`src/sv/ale_pkg.sv`:
```
// shared constants, codes and controller/datapath interface types
package ale_pkg;

    localparam int L_MAX = 12;
    localparam logic [3:0] L_MAX_V = 4'(L_MAX);

    // result status codes
    localparam logic [1:0] ST_OK      = 2'd0;
    localparam logic [1:0] ST_INVALID = 2'd1;
    localparam logic [1:0] ST_SAT     = 2'd2;

    // multiplier operand sources
    localparam logic [2:0] SRC_POW  = 3'd0;
    localparam logic [2:0] SRC_SEED = 3'd1;
    localparam logic [2:0] SRC_P1   = 3'd2;
    localparam logic [2:0] SRC_A    = 3'd3;
    localparam logic [2:0] SRC_B    = 3'd4;

    // result selection
    localparam logic [1:0] SEL_INVALID = 2'd0;
    localparam logic [1:0] SEL_PMM     = 2'd1;
    localparam logic [1:0] SEL_PMMP1   = 2'd2;

    typedef struct packed {
        logic       load;
        logic       check;
        logic       sqrt_step;
        logic       mul_clr;
        logic       mul_step;
        logic [1:0] part;
        logic       mul_fin;
        logic       sub;
        logic       div_step;
        logic       advance;
        logic       emit;
        logic [1:0] sel;
        logic [2:0] src;
        logic [3:0] idx;
    } cmd_t;

    typedef struct packed {
        logic       invalid;
        logic [3:0] l;
        logic [3:0] m;
    } stat_t;

endpackage

```
`src/sv/ale_ctrl.sv`:
```
// controller state machine sequencing root, power loop, seed and recurrence
module ale_ctrl
    import ale_pkg::*;
(
    input  logic  clk,
    input  logic  rst_n,
    input  logic  start,
    input  stat_t stat,
    output cmd_t  cmd,
    output logic  busy,
    output logic  done
);

    localparam logic [3:0] S_IDLE    = 4'd0;
    localparam logic [3:0] S_CHECK   = 4'd1;
    localparam logic [3:0] S_SQRT    = 4'd2;
    localparam logic [3:0] S_POWCHK  = 4'd3;
    localparam logic [3:0] S_MCLR    = 4'd4;
    localparam logic [3:0] S_MSTEP   = 4'd5;
    localparam logic [3:0] S_MFIN    = 4'd6;
    localparam logic [3:0] S_LOOPCHK = 4'd7;
    localparam logic [3:0] S_SUB     = 4'd8;
    localparam logic [3:0] S_DIV     = 4'd9;
    localparam logic [3:0] S_ADV     = 4'd10;
    localparam logic [3:0] S_EMIT    = 4'd11;

    logic [3:0] state_reg, state_next;
    logic [4:0] cnt_reg, cnt_next;
    logic [4:0] idx_reg, idx_next;
    logic [2:0] src_reg, src_next;
    logic [1:0] sel_reg, sel_next;
    logic       done_reg, done_next;

    logic [4:0] m5, l5;
    assign m5 = {1'b0, stat.m};
    assign l5 = {1'b0, stat.l};

    always_comb
    begin
        state_next = state_reg;
        cnt_next   = cnt_reg;
        idx_next   = idx_reg;
        src_next   = src_reg;
        sel_next   = sel_reg;
        done_next  = (state_reg == S_EMIT);
        unique case (state_reg)
            S_IDLE:
                if (start)
                    state_next = S_CHECK;
            S_CHECK:
            begin
                cnt_next = 5'd0;
                if (stat.invalid)
                begin
                    sel_next   = SEL_INVALID;
                    state_next = S_EMIT;
                end
                else
                    state_next = S_SQRT;
            end
            S_SQRT:
            begin
                cnt_next = cnt_reg + 5'd1;
                if (cnt_reg == 5'd31)
                begin
                    idx_next   = 5'd1;
                    state_next = S_POWCHK;
                end
            end
            S_POWCHK:
            begin
                src_next   = (idx_reg > m5) ? SRC_SEED : SRC_POW;
                state_next = S_MCLR;
            end
            S_MCLR:
            begin
                cnt_next   = 5'd0;
                state_next = S_MSTEP;
            end
            S_MSTEP:
            begin
                cnt_next = cnt_reg + 5'd1;
                if (cnt_reg[1:0] == 2'd3)
                    state_next = S_MFIN;
            end
            S_MFIN:
            begin
                unique case (src_reg)
                    SRC_SEED:
                        if (l5 == m5)
                        begin
                            sel_next   = SEL_PMM;
                            state_next = S_EMIT;
                        end
                        else
                        begin
                            src_next   = SRC_P1;
                            idx_next   = m5 + 5'd1;
                            state_next = S_MCLR;
                        end
                    SRC_P1:
                    begin
                        idx_next   = m5 + 5'd2;
                        state_next = S_LOOPCHK;
                    end
                    SRC_A:
                    begin
                        src_next   = SRC_B;
                        state_next = S_MCLR;
                    end
                    SRC_B:
                        state_next = S_SUB;
                    default:
                    begin
                        idx_next   = idx_reg + 5'd1;
                        state_next = S_POWCHK;
                    end
                endcase
            end
            S_LOOPCHK:
                if (idx_reg > l5)
                begin
                    sel_next   = SEL_PMMP1;
                    state_next = S_EMIT;
                end
                else
                begin
                    src_next   = SRC_A;
                    state_next = S_MCLR;
                end
            S_SUB:
            begin
                cnt_next   = 5'd0;
                state_next = S_DIV;
            end
            S_DIV:
            begin
                cnt_next = cnt_reg + 5'd1;
                if (cnt_reg == 5'd15)
                    state_next = S_ADV;
            end
            S_ADV:
            begin
                idx_next   = idx_reg + 5'd1;
                state_next = S_LOOPCHK;
            end
            S_EMIT:
                state_next = S_IDLE;
            default:
                state_next = S_IDLE;
        endcase
    end

    always_ff @(posedge clk or negedge rst_n)
    begin
        if (!rst_n)
        begin
            state_reg <= S_IDLE;
            cnt_reg   <= 5'd0;
            idx_reg   <= 5'd0;
            src_reg   <= SRC_POW;
            sel_reg   <= SEL_INVALID;
            done_reg  <= 1'b0;
        end
        else
        begin
            state_reg <= state_next;
            cnt_reg   <= cnt_next;
            idx_reg   <= idx_next;
            src_reg   <= src_next;
            sel_reg   <= sel_next;
            done_reg  <= done_next;
        end
    end

    always_comb
    begin
        cmd           = '0;
        cmd.load      = (state_reg == S_IDLE) && start;
        cmd.check     = (state_reg == S_CHECK);
        cmd.sqrt_step = (state_reg == S_SQRT);
        cmd.mul_clr   = (state_reg == S_MCLR);
        cmd.mul_step  = (state_reg == S_MSTEP);
        cmd.part      = cnt_reg[1:0];
        cmd.mul_fin   = (state_reg == S_MFIN);
        cmd.sub       = (state_reg == S_SUB);
        cmd.div_step  = (state_reg == S_DIV);
        cmd.advance   = (state_reg == S_ADV);
        cmd.emit      = (state_reg == S_EMIT);
        cmd.sel       = sel_reg;
        cmd.src       = src_reg;
        cmd.idx       = idx_reg[3:0];
    end

    assign busy = (state_reg != S_IDLE);
    assign done = done_reg;

    a_done_after_emit: assert property (@(posedge clk) disable iff (!rst_n)
        done_reg |-> $past(state_reg == S_EMIT))
        else $error("result strobe without emit");

    a_start_taken: assert property (@(posedge clk) disable iff (!rst_n)
        (state_reg == S_IDLE && start) |=> (state_reg == S_CHECK))
        else $error("start not taken in idle");

    a_mul_four_parts: assert property (@(posedge clk) disable iff (!rst_n)
        (state_reg == S_MSTEP && cnt_reg[1:0] == 2'd3) |=> (state_reg == S_MFIN))
        else $error("multiply did not finish after four partial products");

    a_div_bound: assert property (@(posedge clk) disable iff (!rst_n)
        (state_reg == S_DIV) |-> (cnt_reg <= 5'd15))
        else $error("divider ran past sixteen digits");

endmodule

```
`config.mk`:
```
export PLATFORM = sky130hd
export DESIGN_NAME = ale_ctrl
export DESIGN_NICKNAME = d
export VERILOG_FILES = /design/src/sv/ale_pkg.sv /design/src/sv/ale_ctrl.sv
export SDC_FILE = /design/constraint.sdc
export NUM_CORES = 1
export LEC_CHECK = 0
export BUFFER_PORTS_ARGS = -buffer_cell sky130_fd_sc_hd__buf_2
export CAP_MARGIN = 20
export CORE_ASPECT_RATIO = 1.75
export CORE_MARGIN = 2
export CORE_UTILIZATION = 61
export DETAILED_ROUTE_END_ITERATION = 7
export PLACE_DENSITY = 0.95
export SLEW_MARGIN = 30
export SYNTH_ARGS = -nofsm -noshare
export SYNTH_HDL_FRONTEND = slang
export SYNTH_SLANG_ARGS = --single-unit
```
`constraint.sdc`:
```
create_clock -name clk -period 3.3 [get_ports clk]
set_clock_uncertainty 0.15 [all_clocks]
set_input_delay 0.66 -clock clk [delete_from_list [all_inputs] [get_ports clk]]
set_output_delay 0.66 -clock clk [all_outputs]
set_load 0.03 [all_outputs]
```
==> out/metrics.cfg <==
[clock_network]
clock_latency_ns=0.26
cts.sinks=20
clkTransAtPathRegs_ns=0.08
clockBufferDepth=2
cts_hold_buf=0
post_cts_resized=0
tritoncts=built
cts_root_buffer=clkbuf_8
cts_buffers=3
htreeDepth=1
post_cts_buffers=0

[setup_path]
cp.arrival_ns=1.92
critPathKind=reg -> out
startpoint_type=flip-flop
crit_path_end_kind=primary output
cp_max_fo=21
crit_chain=nand2b_1 -> or2_1 -> inv_1 -> buf_2
cpMaxStageDelayCell=dfrtp_1
required_ns=2.49
max_stage_delay_ns=0.62

[yosys]
synth_flop_cell=dfrtp_1
yosysUniqueCellTypes=57
ys_warn_count=0
avgSynthCellArea_sq_um=7.77
synth_edf_count=0
synth-async-reset-ratio_pct=100
syn_inst=267
synthesis.nets=293
synth_area_sq_um=2080
ys_ff_latch=20
seq_area_frac_synth_pct=24.1

[grt]
track_usage_pct=31.5
grt_pass1_vias=1998
antenna_found_initial=0
grt_start_max_net_pins=22
grt_pass1_wl_um=8890
grt_overflow=0

[die]
die_w_um=48.1
die_y_um=81.2
start_util_pct=62.4
placementRows=28
coreArea_sq_um=3330
die_area_sq_um=3900
io_pins=35

[timing]
hold_viol=0
period_share_pct=82.6
setup_slack_ns=0.574
relSlewSlack_pct=56.3
tns_ns=0
max_freq_ghz=0.367
tightest_slew_ns=0.647
fin_crit_ns=2.73
rsz0062_at_grt=false
slew_violations=0
setup_violations=0

[route]
num_vias=2183
wl_um=5650
firstDrtPassIters=5
wl_per_cell_um=17.1
remaining_drc_errors=0
postRouteAntennaNets=0
first_iter_violations=115
viasPerCell=6.62

[power]
p_leak_nw=1.04
power_density_nw_per_um2=937
vdd_drop_max_v=0.000584

[min_path]
min_path_type=in -> async

[placed_design]
dp_hpwl_um=4300
portBuffers=34
place_ws_ns=0.551
gp_congestion=0.918

[layout]
drive_gt1_share_pct=18.2
nets=312
flow.area_growth_from_synthesis_pct=9.34
num_antenna_cells=0

[status]
status=finished clean

[job]
maxCapViolCount=0

[power breakdown]
part,switching [W],leakage [nW],internal [W]
Combinational,0.000830,0.745,0.000494
Clock,0.0000845,0.0357,0.000162
Sequential,0.000224,0.262,0.000331
Total,0.00114,1.04,0.000988
[Yosys cell counts, drive strengths merged, types with 3 or more instances]
cell type / instances / area (sq um)
a21oi: 23 / 115
a22oi: 8 / 60.1
a32oi: 3 / 26.3
buf: 18 / 106
clkbuf: 5 / 20.0
dfrtp: 20 / 500
ha: 14 / 175
inv: 16 / 60.1
mux2: 3 / 33.8
nand2: 14 / 52.6
nand2b: 10 / 62.6
nand3: 7 / 35.0
nor2: 27 / 101
nor2b: 5 / 31.3
nor3: 11 / 65.1
nor3b: 3 / 22.5
o211ai: 3 / 22.5
o21ai: 22 / 110
o221ai: 3 / 26.3
o22ai: 5 / 45.0
o31ai: 3 / 22.5
or3: 4 / 30.0
xnor2: 7 / 61.3
[cell usage in the layout (no fill, tap or decap), types with 5 or more instances in the layout]
master,count
buf_2,34
ha_1,14
nor2b_1,5
xnor2_1,7
nand2b_1,10
nand3_1,7
nor3_1,9
o21ai_0,21
nor2_1,27
dfrtp_1,20
a21oi_1,23
inv_1,16
nand2_1,14
a22oi_1,8
[path summary, 6_finish.rpt]
check,startpoint,to,slack (ns),cells after the start
worst max-delay path,state_reg[0]$_DFFE_PN0P_,cmd[10],0.57,4
worst min-delay path,rst_n,cnt_reg[2]$_DFFE_PN0P_,0.18,1
worst max register to register,idx_reg[2]$_DFFE_PN0P_,src_reg[0]$_DFFE_PN0P_,0.80,6
worst min register to register,sel_reg[1]$_DFFE_PN0P_,sel_reg[1]$_DFFE_PN0P_,0.40,1
max in group asynchronous,rst_n,done$_DFF_PN0_,2.51,1
min in group clk,sel_reg[1]$_DFFE_PN0P_,sel_reg[1]$_DFFE_PN0P_,0.40,1
[layout make-up]
| class | instances | area [sq um] |
|---|---|---|
| Clock buffer | 3 | 41.3 |
| Clock inverter | 1 | 30.0 |
| Fill cell | 278 | 1060 |
| Inverter | 16 | 60.1 |
| Multi-Input combinational cell | 208 | 1390 |
| Sequential cell | 20 | 500 |
| Tap cell | 45 | 56.3 |
| Timing Repair Buffer | 37 | 193 |
[critical path: cells and delay by family, from the launching register on]
family / cells / cell delay [ns]
and+or+nand+nor: 2 / 0.69
DFF: 1 / 0.62
buffers and inverters: 2 / 0.34
[through the flow]
| step | total power, W | util [%] | cells | cell area, sq um | hold WS (ns) |
|---|---|---|---|---|---|
| after floorplan | 0.00155 | - | 267 | 2080 | 0.214 |
| after global placement | 0.00179 | 66.1 | 326 | 2200 | 0.364 |
| after detailed placement | 0.00184 | 66.1 | 326 | 2200 | 0.378 |
| after CTS | 0.00210 | 68.2 | 330 | 2270 | 0.200 |
| after global routing | 0.00228 | 68.2 | 330 | 2270 | 0.219 |
| final | 0.00213 | 68.2 | 330 | 2270 | 0.178 |
[per-layer routing]
| layer | global-route usage, % | share of wire [%] |
|---|---|---|
| met3 | 3.78 | 4.0 |
| met5 | 0 | 0 |
| met4 | 17.6 | 5.7 |
| met2 | 56.0 | 55 |
| met1 | 33.2 | 35 |
[logic make-up (layout without fill, tap and decap cells)]
| logic type | after synthesis | count (layout) | synth area share (%) |
|---|---|---|---|
| flops | 20 | 20 | 24.1 |
| xor+xnor | 9 | 9 | 3.80 |
| buf+inv | 39 | 57 | 8.98 |
| fa+ha+maj | 14 | 14 | 8.44 |
| simple gates | 94 | 94 | 24.2 |
| compound gates | 86 | 86 | 27.8 |
| mux | 5 | 5 | 2.59 |
Note: power is estimated with default switching activity, not from simulation.
